<file path="src/rtl/vri_pkg.sv">
// ----------------------------------------------------------------------------
// Video register interface package
// Shared types, register numbers, access codes and sizes for the CPU-facing
// register file of the video unit.
// ----------------------------------------------------------------------------
package vri_pkg;

    // Bus access codes carried in the op field. The third code is no access.
    localparam logic [1:0] OP_READ  = 2'd0;
    localparam logic [1:0] OP_WRITE = 2'd1;
    localparam logic [1:0] OP_NONE  = 2'd2;

    // Register numbers.
    localparam logic [2:0] REG_CONTROL  = 3'd0;
    localparam logic [2:0] REG_MASK     = 3'd1;
    localparam logic [2:0] REG_STATUS   = 3'd2;
    localparam logic [2:0] REG_SPR_ADDR = 3'd3;
    localparam logic [2:0] REG_SPR_DATA = 3'd4;
    localparam logic [2:0] REG_SCROLL   = 3'd5;
    localparam logic [2:0] REG_ADDRESS  = 3'd6;
    localparam logic [2:0] REG_DATA     = 3'd7;

    // Sizes.
    localparam int SPRITE_MEM_DEPTH = 256;
    localparam int SPR_ADDR_W       = $clog2(SPRITE_MEM_DEPTH);
    localparam int PAL_DEPTH        = 32;
    localparam int PAL_ADDR_W       = $clog2(PAL_DEPTH);
    localparam int VADDR_W          = 15;
    localparam int EXT_ADDR_W       = 14;

    // Addresses whose bits 13:8 are all ones fall in the palette.
    localparam logic [5:0] PAL_PAGE = 6'h3F;

    typedef struct packed {
        logic [1:0] op;
        logic [2:0] reg_select;
        logic [7:0] write_data;
        logic [7:0] vram_read_data;
        logic       vblank_start;
        logic       vblank_end;
        logic       sprite_zero_flag;
        logic       sprite_over_flag;
    } in_beat_t;

    typedef struct packed {
        logic [7:0]            read_data;
        logic                  nmi_pulse;
        logic                  vram_write;
        logic [EXT_ADDR_W-1:0] vram_write_address;
        logic [7:0]            vram_write_byte;
        logic [7:0]            control_out;
        logic [7:0]            mask_out;
        logic [VADDR_W-1:0]    transfer_address_out;
        logic [VADDR_W-1:0]    current_address_out;
        logic [2:0]            fine_scroll_out;
    } out_beat_t;

    // Sprite memory control from the register logic.
    typedef struct packed {
        logic       load_addr;
        logic       write;
        logic [7:0] data;
    } spr_ctl_t;

endpackage

</file>
<file path="src/rtl/vri_sprite_mem.sv">
// ----------------------------------------------------------------------------
// Sprite attribute memory
// Holds the sprite address register, the attribute memory with per-entry
// valid bits, and a registered read of the entry at the current address.
// ----------------------------------------------------------------------------
module vri_sprite_mem
    import vri_pkg::*;
(
    input  logic       clk,
    input  logic       rst_n,
    input  spr_ctl_t   ctl,
    output logic [7:0] rdata
);

    logic [7:0]            mem [SPRITE_MEM_DEPTH];
    logic [SPRITE_MEM_DEPTH-1:0] valid_reg;
    logic [SPR_ADDR_W-1:0] addr_reg;
    logic [SPR_ADDR_W-1:0] addr_next;
    logic [7:0]            rdata_reg;
    logic                  rvalid_reg;

    // A write always moves the address on, so the look-ahead read never
    // meets the entry written in the same cycle.
    always_comb
    begin
        addr_next = addr_reg;
        if (ctl.load_addr)
        begin
            addr_next = ctl.data[SPR_ADDR_W-1:0];
        end
        else if (ctl.write)
        begin
            addr_next = addr_reg + 1'b1;
        end
    end

    always_ff @(posedge clk or negedge rst_n)
    begin
        if (!rst_n)
        begin
            addr_reg   <= '0;
            valid_reg  <= '0;
            rvalid_reg <= 1'b0;
        end
        else
        begin
            addr_reg <= addr_next;
            if (ctl.write)
            begin
                valid_reg[addr_reg] <= 1'b1;
            end
            rvalid_reg <= valid_reg[addr_next];
        end
    end

    always_ff @(posedge clk)
    begin
        if (ctl.write)
        begin
            mem[addr_reg] <= ctl.data;
        end
        rdata_reg <= mem[addr_next];
    end

    assign rdata = rvalid_reg ? rdata_reg : 8'h00;

endmodule

</file>
<file path="config.mk">
export PLATFORM = sky130hd
export DESIGN_NAME = vri_sprite_mem
export DESIGN_NICKNAME = d
export VERILOG_FILES = /design/src/rtl/vri_pkg.sv /design/src/rtl/vri_sprite_mem.sv
export SDC_FILE = /design/constraint.sdc
export NUM_CORES = 2
export LEC_CHECK = 0
export BUFFER_PORTS_ARGS = -buffer_cell sky130_fd_sc_hd__buf_2
export CORE_UTILIZATION = 50
export CTS_BUF_LIST = sky130_fd_sc_hd__clkbuf_8 sky130_fd_sc_hd__clkbuf_16
export DETAILED_ROUTE_END_ITERATION = 8
export PLACE_DENSITY_LB_ADDON = 0.08
export SLEW_MARGIN = 20
export SYNTH_ARGS = -nofsm -noshare
export SYNTH_HDL_FRONTEND = slang
export SYNTH_SLANG_ARGS = --single-unit
</file>
<file path="constraint.sdc">
create_clock -name clk -period 2.95 [get_ports clk]
set_input_delay 0.4425 -clock clk [delete_from_list [all_inputs] [get_ports clk]]
set_output_delay 0.4425 -clock clk [all_outputs]
set_load 0.005 [all_outputs]
</file>
==> reports/results.ini <==
[route]
dr.first_iter.drc_count = 7573
drt_antenna_net_count = 0
drt_drc_violations_left = 0
totalWireLength_um = 293000
drt_pass_1_iters = 6
vias_per_cell = 6.01
wire_per_inst_um = 29.7
via_count = 59359

[hold_path]
min-delay-path-class = input pin to asynchronous set/reset pin

[layout]
largest_register_ffs = 2048
final_cell_count_no_fill = 9877
area_growth_pct = 21.5
layout.nets = 7233
final_core_util_pct = 61.4
drive_gt1_share_pct = 26.2
post-route-cell-area_um2 = 112000
fill_count = 13817

[floorplanning]
die_height_um = 431
die-area_um2 = 185000
design.portCount = 20
core_um2 = 182000
width_of_the_chip_um = 431
initial_core_util_pct = 50.6
core.rowCount = 156

[clock_tree]
htreeDepth = 4
clk_pin_slew_worst_paths_ns = 0.06
clk_latency_ns = 0.87
cts_max_path_buffers = 3
tritoncts = yes
cts_root_buf = sky130_fd_sc_hd__clkbuf_16
cts_buffers = 232
tritoncts_num_sinks = 2321

[place]
dp_worst_setup_slack_ns = -1.23
placement.cell_area_um2 = 102000
placed_wire_length_estimate_after_detailed_placement_um = 185000
final_weighted_congestion_of_routability_driven_global_placement = 0.902
dpl.cell_count = 9349
port_buffers = 19

[synthesis]
syn_area_per_cell_um2 = 14.4
synth_most_common_cell = sky130_fd_sc_hd__edfxtp_1
synth_flop_cell = sky130_fd_sc_hd__edfxtp_1
synth_cell_types = 63
netlist.top_cell.by_area = sky130_fd_sc_hd__edfxtp_1
leading_post_synthesis_cells_by_instance_count = sky130_fd_sc_hd__edfxtp_1, sky130_fd_sc_hd__nand2_1, sky130_fd_sc_hd__nand3_1
synthTopCellsByArea = sky130_fd_sc_hd__edfxtp_1, sky130_fd_sc_hd__dfrtp_1, sky130_fd_sc_hd__nand2_1
synth.cell_area_um2 = 91900
netlist.area_leader.share_pct = 66.9
synth_seq_cells = 2321
yosysSeqAreaShare_pct = 74.3
yosys_warnings = 0
synthArstFlopShare_pct = 11.4
synthesis.nets = 6384
synth_cells = 6368
number_of_enable_flip_flop_cells_after_synthesis = 2048

[critical_path]
startpoint_type_of_the_worst_setup_path = flip-flop
worst_path_max_stage_delay_ns = 0.48
timing_worst_setup_path_type = flip-flop to flip-flop
critical_path_required_ns = 3.72
critical-path-top-delay-family = compound AO/OA/AOI/OAI gates
crit_fanout = 10
critical-path-slowest-cell = sky130_fd_sc_hd__nand4_1
data_arrival_time_of_the_critical_path_ns = 4.32
cp.buffers_inverters = 6
critical_path.endpoint_type = flip-flop
worstPathCellList = buf_6 -> xnor2_4 -> buf_6 -> o21a_4 -> inv_8 -> buf_16 -> buf_6 -> bufbuf_16 -> nand2_1 -> a31oi_2 -> o22ai_1 -> o21ai_1 -> nand4_1 -> a2111oi_4
crit_path_frequent_cell = sky130_fd_sc_hd__buf_6

[timing]
finalHoldViolCount = 0
hold-worst-slack_ns = 0.111
final-max-slew-violation-count = 0
fin_tns_setup_ns = -4.37
maxClockFrequency_mhz = 282
rsz_0062_raised_after_global_routing = true
setup_slack_ns = -0.596
layout_worst_path_cycle_share_pct = 120
final-setup-viol-count = 9
max_slew.worst_pin.slew_ns = 1.26
clock_period_minus_worst_slack_ns = 3.55
finClkSkew_ns = 0.0227
relSlewSlack_pct = 15.8

[flow_run]
timing.max_cap.violations = 0

[grt]
grt_max_degree = 146
grt_overflow = 0
groute.usage.overall_pct = 31.6
grt_first_pass_wirelength_um = 419000
grt_antenna_before_repair = 15
via_count_of_the_first_global_routing_pass = 57124

[pwr]
power_per_cell_area_nw_per_um2 = 696
vdd.ir_drop.worst_mv = 0.690
sum_of_internal_switching_and_leakage_power_mw = 77.7
leakage_power_figure_nw = 41.5

[run_status]
status = finished with violations
failed_checks = negative setup slack

metal layers:
layer,vias to the layer above,wire [µm],share of wire [%],track usage (%)
met5,-,95,0.032,0
met4,14,10300,3.5,10.6
met3,514,26500,9.0,5.60
met2,2878,136000,46,48.9
met1,30560,120000,41,45.7
li1,25393,-,-,-
layout by cell type (no fill, tap or decap), types with 72 or more instances in the layout:
cell / synthesis / final
sky130_fd_sc_hd__a32oi_1: 88 / 76
sky130_fd_sc_hd__clkbuf_16: 0 / 243
sky130_fd_sc_hd__mux2i_1: 142 / 135
sky130_fd_sc_hd__nand2_1: 1528 / 1512
sky130_fd_sc_hd__or2_2: 257 / 257
sky130_fd_sc_hd__mux4_2: 183 / 183
sky130_fd_sc_hd__a31oi_1: 125 / 105
sky130_fd_sc_hd__dfrtp_1: 265 / 264
sky130_fd_sc_hd__nor2_1: 280 / 271
sky130_fd_sc_hd__nand3_1: 621 / 607
sky130_fd_sc_hd__edfxtp_1: 2048 / 2048
sky130_fd_sc_hd__buf_12: 0 / 120
sky130_fd_sc_hd__buf_4: 54 / 782
sky130_fd_sc_hd__and3_1: 75 / 72
layout make-up:
class | instances | area [µm²] | area share [%]
well taps | 2449 | 3060 | 2.75
clock buffers | 259 | 6260 | 5.61
diodes | 5 | 12.5 | 0.0112
inverters | 6 | 45.0 | 0.0404
repair buffers | 1011 | 10100 | 9.08
multi-input cells | 3645 | 22500 | 20.1
clock inverters | 181 | 1320 | 1.19
flip-flops and latches | 2321 | 68300 | 61.2
repair_timing:
action / in CTS / in global routing
setup buffers: 54 / 14
cloned: 15 / 4
endpoints found under the setup margin: 9 / 9
endpoints found under the hold margin: 59 / 0
gates resized for setup: 195 / 55
pin swaps: 47 / 19
hold buffers: 2 / 0
cells by family after synthesis:
family / synth area share (%)
compound gates: 3.56
xor+xnor: 0.0654
fa+ha+maj: 0.0545
buf+inv: 2.19
flops: 74.3
mux: 6.04
simple gates: 13.8
worst paths after layout:
kind / startpoint / end / slack, ns / cells past startpoint
hold / removal: rst_n / valid_reg[196] / 0.11 / 2
setup / recovery: addr_reg[0] / rdata_reg[1] / -0.60 / 14
setup reg to reg: addr_reg[0] / rdata_reg[1] / -0.60 / 14
hold reg to reg: valid_reg[92] / valid_reg[92] / 0.46 / 1
max in group asynchronous: rst_n / valid_reg[49] / 1.85 / 3
min in group clk: ctl[4] / addr_reg[4] / 0.11 / 4
worst register-to-register path, cell delays in order, from the launching register on:
cell	delay, ns
sky130_fd_sc_hd__dfrtp_2	0.45
sky130_fd_sc_hd__buf_6	0.14
sky130_fd_sc_hd__xnor2_4	0.14
sky130_fd_sc_hd__buf_6	0.14
sky130_fd_sc_hd__o21a_4	0.27
sky130_fd_sc_hd__inv_8	0.11
sky130_fd_sc_hd__buf_16	0.18
sky130_fd_sc_hd__buf_6	0.18
sky130_fd_sc_hd__bufbuf_16	0.32
sky130_fd_sc_hd__nand2_1	0.08
sky130_fd_sc_hd__a31oi_2	0.21
sky130_fd_sc_hd__o22ai_1	0.13
sky130_fd_sc_hd__o21ai_1	0.16
sky130_fd_sc_hd__nand4_1	0.48
sky130_fd_sc_hd__a2111oi_4	0.46
where the power goes:
part | internal [mW] | switching (mW)
sequential | 36.4 | 0.362
clock | 16.7 | 12.6
combinational | 4.65 | 6.91
total | 57.8 | 19.9
(Power assumes the default switching activity.)
