File: src/rtl/vri_pkg.sv
// ----------------------------------------------------------------------------
// Video register interface package
// Shared types, register numbers, access codes and sizes for the CPU-facing
// register file of the video unit.
// ----------------------------------------------------------------------------
package vri_pkg;

    // Bus access codes carried in the op field. The third code is no access.
    localparam logic [1:0] OP_READ  = 2'd0;
    localparam logic [1:0] OP_WRITE = 2'd1;
    localparam logic [1:0] OP_NONE  = 2'd2;

    // Register numbers.
    localparam logic [2:0] REG_CONTROL  = 3'd0;
    localparam logic [2:0] REG_MASK     = 3'd1;
    localparam logic [2:0] REG_STATUS   = 3'd2;
    localparam logic [2:0] REG_SPR_ADDR = 3'd3;
    localparam logic [2:0] REG_SPR_DATA = 3'd4;
    localparam logic [2:0] REG_SCROLL   = 3'd5;
    localparam logic [2:0] REG_ADDRESS  = 3'd6;
    localparam logic [2:0] REG_DATA     = 3'd7;

    // Sizes.
    localparam int SPRITE_MEM_DEPTH = 256;
    localparam int SPR_ADDR_W       = $clog2(SPRITE_MEM_DEPTH);
    localparam int PAL_DEPTH        = 32;
    localparam int PAL_ADDR_W       = $clog2(PAL_DEPTH);
    localparam int VADDR_W          = 15;
    localparam int EXT_ADDR_W       = 14;

    // Addresses whose bits 13:8 are all ones fall in the palette.
    localparam logic [5:0] PAL_PAGE = 6'h3F;

    typedef struct packed {
        logic [1:0] op;
        logic [2:0] reg_select;
        logic [7:0] write_data;
        logic [7:0] vram_read_data;
        logic       vblank_start;
        logic       vblank_end;
        logic       sprite_zero_flag;
        logic       sprite_over_flag;
    } in_beat_t;

    typedef struct packed {
        logic [7:0]            read_data;
        logic                  nmi_pulse;
        logic                  vram_write;
        logic [EXT_ADDR_W-1:0] vram_write_address;
        logic [7:0]            vram_write_byte;
        logic [7:0]            control_out;
        logic [7:0]            mask_out;
        logic [VADDR_W-1:0]    transfer_address_out;
        logic [VADDR_W-1:0]    current_address_out;
        logic [2:0]            fine_scroll_out;
    } out_beat_t;

    // Sprite memory control from the register logic.
    typedef struct packed {
        logic       load_addr;
        logic       write;
        logic [7:0] data;
    } spr_ctl_t;

endpackage

File: src/rtl/vri_core.sv
// ----------------------------------------------------------------------------
// Register core
// Register state, palette memory and the single-pass access logic that turns
// one bus access into one result beat.
// ----------------------------------------------------------------------------
module vri_core
    import vri_pkg::*;
(
    input  logic       clk,
    input  logic       rst_n,
    input  logic       en,
    input  in_beat_t   item,
    input  logic [7:0] spr_rdata,
    output spr_ctl_t   spr_ctl,
    output out_beat_t  result
);

    logic [7:0]         latch_reg,   latch_next;
    logic [7:0]         control_reg, control_next;
    logic [7:0]         mask_reg,    mask_next;
    logic               vblank_reg,  vblank_next;
    logic               first_reg,   first_next;
    logic [VADDR_W-1:0] temp_reg,    temp_next;
    logic [VADDR_W-1:0] vaddr_reg,   vaddr_next;
    logic [2:0]         fine_reg,    fine_next;
    logic [7:0]         buffer_reg,  buffer_next;
    logic [7:0]         pal_reg [PAL_DEPTH];

    logic                  vblank_ev;
    logic [VADDR_W-1:0]    vaddr_step;
    logic [EXT_ADDR_W-1:0] ext_addr;
    logic                  in_pal;
    logic                  pal_wr;
    logic [PAL_ADDR_W-1:0] pal_idx;
    logic                  pal_mirror;
    logic [7:0]            rd;
    logic                  nmi;
    logic                  vw;
    spr_ctl_t              spr_req;

    assign vaddr_step = vaddr_reg + (control_reg[2] ? VADDR_W'(32) : VADDR_W'(1));
    assign ext_addr   = vaddr_reg[EXT_ADDR_W-1:0];
    assign in_pal     = (ext_addr[13:8] == PAL_PAGE);
    assign pal_idx    = ext_addr[PAL_ADDR_W-1:0];
    assign pal_mirror = (pal_idx[1:0] == 2'b00);

    always_comb
    begin
        latch_next   = latch_reg;
        control_next = control_reg;
        mask_next    = mask_reg;
        first_next   = first_reg;
        temp_next    = temp_reg;
        vaddr_next   = vaddr_reg;
        fine_next    = fine_reg;
        buffer_next  = buffer_reg;
        pal_wr       = 1'b0;
        rd           = 8'h00;
        vw           = 1'b0;
        spr_req      = '{load_addr: 1'b0, write: 1'b0, data: item.write_data};

        // Renderer events act before the access; the end event wins.
        vblank_ev = vblank_reg;
        if (item.vblank_start)
        begin
            vblank_ev = 1'b1;
        end
        if (item.vblank_end)
        begin
            vblank_ev = 1'b0;
        end
        vblank_next = vblank_ev;
        nmi         = item.vblank_start & control_reg[7];

        unique case (item.op)
            OP_READ:
            begin
                unique case (item.reg_select)
                    REG_CONTROL, REG_MASK:
                    begin
                        rd = latch_reg;
                    end
                    REG_STATUS:
                    begin
                        rd = {vblank_ev, item.sprite_zero_flag, item.sprite_over_flag,
                              latch_reg[4:0]};
                        vblank_next = 1'b0;
                        first_next  = 1'b1;
                    end
                    REG_SPR_DATA:
                    begin
                        rd = spr_rdata;
                    end
                    REG_DATA:
                    begin
                        rd          = in_pal ? pal_reg[pal_idx] : buffer_reg;
                        buffer_next = item.vram_read_data;
                        vaddr_next  = vaddr_step;
                    end
                    default:
                    begin
                        rd = 8'h00;
                    end
                endcase
                latch_next = rd;
            end
            OP_WRITE:
            begin
                latch_next = item.write_data;
                unique case (item.reg_select)
                    REG_CONTROL:
                    begin
                        if (vblank_ev && !control_reg[7] && item.write_data[7])
                        begin
                            nmi = 1'b1;
                        end
                        control_next = item.write_data;
                        temp_next    = {temp_reg[14:12], item.write_data[1:0], temp_reg[9:0]};
                    end
                    REG_MASK:
                    begin
                        mask_next = item.write_data;
                    end
                    REG_SPR_ADDR:
                    begin
                        spr_req.load_addr = 1'b1;
                    end
                    REG_SPR_DATA:
                    begin
                        spr_req.write = 1'b1;
                    end
                    REG_SCROLL:
                    begin
                        if (first_reg)
                        begin
                            temp_next = {temp_reg[14:5], item.write_data[7:3]};
                            fine_next = item.write_data[2:0];
                        end
                        else
                        begin
                            temp_next = {item.write_data[2:0], temp_reg[11:10],
                                         item.write_data[7:3], temp_reg[4:0]};
                        end
                        first_next = ~first_reg;
                    end
                    REG_ADDRESS:
                    begin
                        if (first_reg)
                        begin
                            temp_next = {1'b0, item.write_data[5:0], temp_reg[7:0]};
                        end
                        else
                        begin
                            temp_next  = {temp_reg[14:8], item.write_data};
                            vaddr_next = {temp_reg[14:8], item.write_data};
                        end
                        first_next = ~first_reg;
                    end
                    REG_DATA:
                    begin
                        if (in_pal)
                        begin
                            pal_wr = 1'b1;
                        end
                        else
                        begin
                            vw = 1'b1;
                        end
                        vaddr_next = vaddr_step;
                    end
                    default:
                    begin
                    end
                endcase
            end
            default:
            begin
            end
        endcase
    end

    always_comb
    begin
        spr_ctl           = spr_req;
        spr_ctl.load_addr = spr_req.load_addr & en;
        spr_ctl.write     = spr_req.write & en;
    end

    always_comb
    begin
        result.read_data            = rd;
        result.nmi_pulse            = nmi;
        result.vram_write           = vw;
        result.vram_write_address   = vw ? ext_addr : '0;
        result.vram_write_byte      = vw ? item.write_data : 8'h00;
        result.control_out          = control_next;
        result.mask_out             = mask_next;
        result.transfer_address_out = temp_next;
        result.current_address_out  = vaddr_next;
        result.fine_scroll_out      = fine_next;
    end

    always_ff @(posedge clk or negedge rst_n)
    begin
        if (!rst_n)
        begin
            latch_reg   <= 8'h00;
            control_reg <= 8'h00;
            mask_reg    <= 8'h00;
            vblank_reg  <= 1'b0;
            first_reg   <= 1'b1;
            temp_reg    <= '0;
            vaddr_reg   <= '0;
            fine_reg    <= 3'd0;
            buffer_reg  <= 8'h00;
            for (int i = 0; i < PAL_DEPTH; i++)
            begin
                pal_reg[i] <= 8'h00;
            end
        end
        else if (en)
        begin
            latch_reg   <= latch_next;
            control_reg <= control_next;
            mask_reg    <= mask_next;
            vblank_reg  <= vblank_next;
            first_reg   <= first_next;
            temp_reg    <= temp_next;
            vaddr_reg   <= vaddr_next;
            fine_reg    <= fine_next;
            buffer_reg  <= buffer_next;
            if (pal_wr)
            begin
                // Entries 0x10/0x14/0x18/0x1C mirror 0x00/0x04/0x08/0x0C.
                if (pal_mirror)
                begin
                    pal_reg[{1'b1, pal_idx[3:0]}] <= item.write_data;
                    pal_reg[{1'b0, pal_idx[3:0]}] <= item.write_data;
                end
                else
                begin
                    pal_reg[pal_idx] <= item.write_data;
                end
            end
        end
    end

endmodule

File: config.mk
export PLATFORM = sky130hd
export DESIGN_NAME = vri_core
export DESIGN_NICKNAME = d
export VERILOG_FILES = /design/src/rtl/vri_pkg.sv /design/src/rtl/vri_core.sv
export SDC_FILE = /design/constraint.sdc
export NUM_CORES = 1
export LEC_CHECK = 0
export BUFFER_PORTS_ARGS = -buffer_cell sky130_fd_sc_hd__buf_2
export CORE_MARGIN = 3
export CORE_UTILIZATION = 35
export CTS_CLUSTER_SIZE = 28
export DETAILED_ROUTE_END_ITERATION = 12
export PLACE_DENSITY = 0.53
export SYNTH_ARGS = -nofsm -noshare
export SYNTH_HDL_FRONTEND = slang
export SYNTH_SLANG_ARGS = --single-unit
File: constraint.sdc
create_clock -name clk -period 4.1 [get_ports clk]
set_input_delay 0.205 -clock clk [delete_from_list [all_inputs] [get_ports clk]]
set_output_delay 0.205 -clock clk [all_outputs]
set_load 0.05 [all_outputs]
==> metrics.md, run 1 <==
| Metric | Value |
|---|---|
| DR WL/cell | `between 20 and 25 microns` |
| Post-synth top flop | `dfrtp_1` |
| Hold_sp | `spr_rdata[2]` |
| Simple-gate portion of the synthesized area | `0.08618` |
| Synth Area in Adders | `0.002202` |
| Initial antenna violation count | `0` |
| Crit Reg-Reg Endpoint | `pal_reg[29]` |
| Diode count | `0` |
| Clk network pwr share | `0.357` |
| Top-area cell type share of the netlist area | `0.4728` |
| Hold path depth | `5` |
| Switching pwr | `between 3 and 4 mW` |
| Largest net degree at the start of global routing | `a little over 100` |
| R2R Setup Slk | `between 900 and 1000 ps` |
| CTS buffer count | `37` |
| Setup Buffers After CTS | `0` |
| Post-synth net total | `1440` |
| Netlist Area Pre-Place | `17040 sq um` |
| # IOs | `around 130` |
| Most common cell after layout, fill and taps aside | `mux2_2` |
| Number of global-route vias before repair | `~12000` |
| DR vias/cell | `between 5 and 6` |
| DRT antenna net count | `0` |
| Data required, critical path | `roughly 4000 ps` |
| CP Class | `register to primary output` |
| Final WL | `51.03 mm` |
| Final hold violation count | `0` |
| Worst setup SP type | `register` |
| Comb pwr share | `0.261` |
| Sequential power share | `0.382` |
| Post-route DRC | `0` |
| Yosys warning total | `0` |
| Top post-synthesis cells by area | `dfrtp_1 (47%), mux2_2 (22%), mux4_2 (6.3%), clkbuf_1 (2.1%), a21oi_1 (1.7%)` |
| Compound-Gate Fraction of Synth Area | `0.09712` |
| Fin crit period | `3902 ps` |
| Most frequent cells in the layout | `mux2_2 (327), dfrtp_1 (320), buf_2 (125)` |
| Clk sink count | `between 300 and 400` |
| Clock Latency Late Sink | `550 ps` |
| XOR/XNOR Fraction of Synth Area | `0.002055` |
| Worst Tran Pin Value | `roughly 1200 ps` |
| Int Power | `between 6 and 7 mW` |
| Hold Crit Class | `input port to register` |
| Placer congestion estimate | `approximately 0.86` |
| Sequential cell area fraction in the yosys report | `0.4743` |
| CTS tree | `done` |
| Slew headroom | `0.2178` |
| I/O Buffers | `between 100 and 150` |
| Mux contribution to synthesized area | `0.3012` |
| FMAX | `approximately 260 MHz` |
| # setup viols final | `0` |
| Worst R2R Start | `vaddr_reg[9]` |
| CP endpoint kind | `primary output` |
| DIE WIDTH | `around 230 microns` |
| Clock buffer depth | `3` |
| Cell variety after synth | `72` |
| VDD IR max | `around 0.00036 V` |
| FP Rows | `80` |
| Total negative slack | `0 ps` |
| Worst Slack Setup Final | `just under 200 ps` |
| Fin nets | `between 1500 and 2000` |
| Gr ovfl total | `0` |
| First-pass GRT wire length | `a little under 80 mm` |
| Number of synthesized flops with an enable pin | `0` |
| Clk pin slew, worst setup/hold paths | `60 ps` |
| Synth Instances | `1401` |
| Hold EP | `latch_reg[2]` |
| Largest family of logic cells by synthesized area | `multiplexers` |
| Post-synth top area cell | `dfrtp_1` |
| Pwr/cell area | `between 400 and 500 nW/um^2` |
| CTS root buffer | `clkbuf_16` |
| CP arrival | `between 3000 and 4000 ps` |
| H-Tree Depth | `2` |
| P&R area growth vs syn | `15.08%` |
| Core Area | `47950 sq um` |
| Die extent in y | `226.7 microns` |
| Max Cap Viol | `0` |
| Global Route Usage Sum | `0.1969` |
| Die area | `~51000 sq um` |
| Leakage | `around 9.2 nW` |
| Synth async-reset ratio | `1.000` |
| Fin crit share | `0.9516` |
| Drt first pass iters | `6` |
| Worst slack, placed | `around 840 ps` |
| FILL cells | `around 4500` |
| Post-Synthesis Mean Instance Area | `approximately 12 sq um` |
| PostCTS Resize Cnt | `0` |
| Flop and latch count out of synthesis | `between 300 and 400` |
| Flip-flop count of the largest register after layout | `between 200 and 300` |
| Reg2reg path depth | `5` |
| Worst-path maximum fanout | `13` |
| Via count | `12230` |
| Iter 0 DRT Violations | `985` |
| Layout cell share with drive strength beyond 1 | `0.4282` |
| RSZ-0062 raised after global routing | `no` |
| Clk_skew | `slightly below 30 ps` |
| Sw Share | `0.3506` |
| DP Wirelength | `approximately 32 mm` |
| Status | `finished clean` |
| Final Slew Violations | `0` |
| Initial Util | `0.3555` |
==> synth_stat cells, types with 5 or more instances <==
| cell type | n |
|---|---|
| a21o_1 | 5 |
| a21oi_1 | 57 |
| a221o_1 | 8 |
| a221oi_1 | 19 |
| a22o_1 | 9 |
| a22oi_1 | 28 |
| a31oi_1 | 16 |
| a32o_1 | 8 |
| and2_1 | 5 |
| and3_1 | 27 |
| buf_1 | 20 |
| buf_2 | 8 |
| buf_4 | 14 |
| clkbuf_1 | 95 |
| dfrtp_1 | 322 |
| inv_1 | 9 |
| mux2_2 | 327 |
| mux2_4 | 10 |
| mux2i_1 | 22 |
| mux4_2 | 48 |
| nand2_1 | 72 |
| nand2_2 | 8 |
| nand2b_1 | 5 |
| nand3_1 | 30 |
| nand3_2 | 9 |
| nor2_1 | 52 |
| nor2_4 | 5 |
| nor2b_1 | 12 |
| nor3_1 | 13 |
| o21ai_0 | 47 |
| o221ai_1 | 10 |
| o22ai_1 | 5 |
| o31ai_1 | 6 |
| or3_1 | 8 |
==> final cells by class <==
type | count | area, sq um | area share
multi-input cells | 930 | 8339 | 0.4252
flip-flops and latches | 323 | 8089 | 0.4124
repair buffers | 180 | 1141 | 0.05818
clock buffers | 52 | 1064 | 0.05422
well taps | 615 | 769.5 | 0.03923
clock inverters | 16 | 173.9 | 0.008867
inverters | 10 | 37.54 | 0.001914
==> power groups by stage <==
stage | Sequential [mW] | Combinational (mW) | Clock [mW]
global placement | 3.64 | 2.45 | 0
finish | 3.60 | 2.46 | 3.36
CTS | 3.60 | 2.48 | 3.46
global route | 3.63 | 2.63 | 3.59
detailed placement | 3.65 | 2.47 | 0
floorplan | 3.54 | 1.84 | 0
==> cells by family after synthesis <==
logic type      Yosys count
compound gates          243
xor+xnor                  4
mux                     407
fa+ha+maj                 3
flops                   323
simple gates            273
buf+inv                 148
==> per-stage QoR <==
step           hold slack (ps)  utilization  total power [mW]  instances  cell area [sq um]
2_1_floorplan           -90.59            -             5.383       1401              17040
3_3_place_gp             294.4       0.3806             6.089       2045              18250
3_5_place_dp             301.1       0.3806             6.118       2045              18250
4_1_cts                  88.22       0.4091             9.537       2126              19610
5_1_grt                  113.9       0.4091             9.847       2126              19610
6_report                 106.6       0.4091             9.424       2126              19610
==> routing by layer <==
metal	vias up	track usage	routed length (microns)
met4	0	0.04746	1107
met3	81	0.02758	2527
met1	6344	0.2812	23410
li1	5405	-	-
met5	-	0	0
met2	395	0.3178	23990
==> worst max-delay path by stage <==
stage,startpoint,end,slack [ps],cells past startpoint
floorplan,vaddr_reg[5],result[15],580,7
global placement,vaddr_reg[0],result[17],950,8
detailed placement,vaddr_reg[0],result[17],840,8
CTS,vaddr_reg[0],result[17],240,8
global route,vaddr_reg[0],result[17],30,8
finish,vaddr_reg[0],result[17],200,8
==> critical path: stages (launching register included) <==
cell	delay, ps
dfrtp_4	490
ha_1	210
ha_1	260
a31oi_1	950
nor4_1	180
mux2_2	280
a21oi_1	80
o21ai_0	340
buf_2	330
==> what timing repair did <==
item,CTS,global route
endpoints found under the hold margin,108,0
endpoints found under the setup margin,0,0
hold buffers,13,0
Power figures use the tool's default switching activity.
==> run 2, diff against run 1 <==
- CTS_BUF_LIST: unset -> sky130_fd_sc_hd__clkbuf_8
- clock period: 4.1 -> 4.3 ns (I/O delays scaled with it)
==> run 2 against run 1 <==
First-iteration DRC count down 3.9%; flip-flop and latch count unchanged; clock power down 18%.
==> metrics.md, run 2 (synthesis results as in run 1) <==
| Metric | Value |
|---|---|
| Clk pin slew, worst setup/hold paths | `60 ps (about the same)` |
| P&R area growth vs syn | `13.80% (was 15.08%)` |
| DIE WIDTH | `226.7 microns (unchanged)` |
| DR WL/cell | `23.94 microns (was 24.00 microns)` |
| Data required, critical path | `4090 ps (was 3890 ps)` |
| Final WL | `51.48 mm (was 51.03 mm)` |
| DRT antenna net count | `0 (unchanged)` |
| Via count | `12220 (was 12230)` |
| Total negative slack | `0 ps (unchanged)` |
| Max Cap Viol | `0 (unchanged)` |
| Drt first pass iters | `7 (was 6)` |
| Post-placement cell area | `18180 sq um (was 18250 sq um)` |
| DR vias/cell | `5.685 (was 5.750)` |
| Iter 0 DRT Violations | `947 (was 985)` |
| H-Tree Depth | `2 (unchanged)` |
| Flip-flop count of the largest register after layout | `256 (unchanged)` |
| Crit-path most repeated cell | `ha_1 (unchanged)` |
| Most common cell after layout, fill and taps aside | `mux2_2 (unchanged)` |
| I/O Buffers | `126 (unchanged)` |
| Core Area | `47950 sq um (unchanged)` |
| Final Slew Violations | `0 (unchanged)` |
| Fin nets | `1532 (was 1521)` |
| Slowest CP cell | `a31oi_1 (unchanged)` |
| CP endpoint kind | `primary output (unchanged)` |
| Number of global-route vias before repair | `12500 (was 12150)` |
| Post-route DRC | `0 (unchanged)` |
| Worst Tran Pin Value | `1221 ps (was 1168 ps)` |
| Initial antenna violation count | `0 (unchanged)` |
| Status | `finished clean (unchanged)` |
| Gr ovfl total | `0 (unchanged)` |
| Largest net degree at the start of global routing | `111 (was 102)` |
| Most frequent cells in the layout | `mux2_2 (327), dfrtp_1 (320), buf_2 (125) (unchanged)` |
| Die area | `51380 sq um (unchanged)` |
| CTS buffer count | `54 (was 37)` |
| WP buf/inv | `2 (was 1)` |
| Global Route Usage Sum | `0.1999 (was 0.1969)` |
| # IOs | `127 (unchanged)` |
| Placer congestion estimate | `0.8355 (was 0.8625)` |
| Slowest stage delay, CP | `1000 ps (was 950 ps)` |
| PostCTS Resize Cnt | `0 (unchanged)` |
| Clock buffer depth | `3 (unchanged)` |
| First-pass GRT wire length | `78.40 mm (was 77.60 mm)` |
| RSZ-0062 raised after global routing | `no (unchanged)` |
| Worst-path maximum fanout | `13 (unchanged)` |
| CTS tree | `done (unchanged)` |
| Slew headroom | `0.1825 (was 0.2178)` |
| Diode count | `0 (unchanged)` |
| Final hold violation count | `0 (unchanged)` |
| Setup Buffers After CTS | `0 (unchanged)` |
| Hold Crit Class | `input port to register (unchanged)` |
| FMAX | `approximately 250 MHz` |
| Die extent in y | `226.7 microns (unchanged)` |
| R2R Setup Slk | `1170 ps (was 960 ps)` |
| DP Wirelength | `32.74 mm (was 32.40 mm)` |
| VDD IR max | `0.0001701 V (was 0.0003648 V)` |
| CP Class | `register to primary output (unchanged)` |
| Clock Latency Late Sink | `620 ps (was 550 ps)` |
| Post-CTS Hold Buffers | `13 (unchanged)` |
| Leakage | `9.191 nW (was 9.193 nW)` |
| Cell area after layout | `19400 sq um (was 19610 sq um)` |
| CTS root buffer | `clkbuf_8 (was clkbuf_16)` |
| CP cell instances | `inv_1 > ha_1 > ha_1 > a31oi_1 > nor4_1 > mux2_2 > a21oi_1 > o21ai_0 > buf_2 (was ha_1 > ha_1 > a31oi_1 > nor4_1 > mux2_2 > a21oi_1 > o21ai_0 > buf_2)` |
| Clk sink count | `323 (unchanged)` |
| Worst setup SP type | `register (unchanged)` |
| Fin crit share | `0.9392` |
| Clk_skew | `30.43 ps (was 29.51 ps)` |
| FP Rows | `80 (unchanged)` |
| Pwr/cell area | `438.6 nW/um^2 (was 480.5 nW/um^2)` |
| Fin crit period | `4039 ps` |
| # setup viols final | `0 (unchanged)` |
| Cell family with most CP delay | `compound AO/OA/AOI/OAI gates (unchanged)` |
| Initial Util | `0.3555 (unchanged)` |
| CP arrival | `3820 ps (was 3700 ps)` |
| Layout cell share with drive strength beyond 1 | `0.4306 (was 0.4282)` |
-- run 2: cell types whose count changed in the layout (fill, tap and decap cells not counted), sizes merged --
cell,previous run,this run
buf,167,161
bufinv,2,1
clkbuf,52,66
clkinv,10,12
clkinvlp,3,0
inv,11,29
-- run 2: path summary, 6_finish.rpt --
path                           startpoint             end  cells past startpoint
max                        control_reg[2]      result[17]                      9
max reg2reg                  vaddr_reg[9]     pal_reg[89]                      5
max in group asynchronous           rst_n      pal_reg[6]                      3
min                          spr_rdata[1]    latch_reg[1]                      5
min in group asynchronous           rst_n  control_reg[6]                      2
min reg2reg                  pal_reg[237]    pal_reg[237]                      1
-- run 2: layout make-up --
class,instances,area [sq um]
well taps,615,769.5
multi-input cells,930,8339
clock buffers,66,908.4
repair buffers,174,1071
inverters,10,37.54
flip-flops and latches,323,8089
fillers,4583,28550
clock inverters,32,181.4
-- run 2: where the power goes --
part	switching [mW]	internal (mW)
clock	1.29	1.46
sequential	0.230	3.23
combinational	1.58	0.718
-- run 2: worst register-to-register path, cell delays in order, from the launching register on --
cell	delay, ps
dfrtp_1	590
nand4_2	290
or3_4	480
or4_1	700
nor2_4	550
mux2_2	420
-- run 2: per-stage QoR --
step                      total power [mW]    util  hold slack [ps]  setup WS [ps]  instances
after floorplan                      5.133       -           -80.59          773.2       1401
after global placement               5.784  0.3791            329.7          923.7       2039
after detailed placement             5.816  0.3791            343.2          864.6       2039
after CTS                            8.614  0.4045            7.651          295.7       2150
after global routing                 8.929  0.4045            60.29          42.80       2150
final                                8.507  0.4045            43.76          261.5       2150
-- run 2: metal layers --
metal | global-route usage | wire length (microns)
met4 | 0.05806 | 1294
met2 | 0.3186 | 23860
met5 | 0 | 0
met3 | 0.04001 | 3063
met1 | 0.2772 | 23260
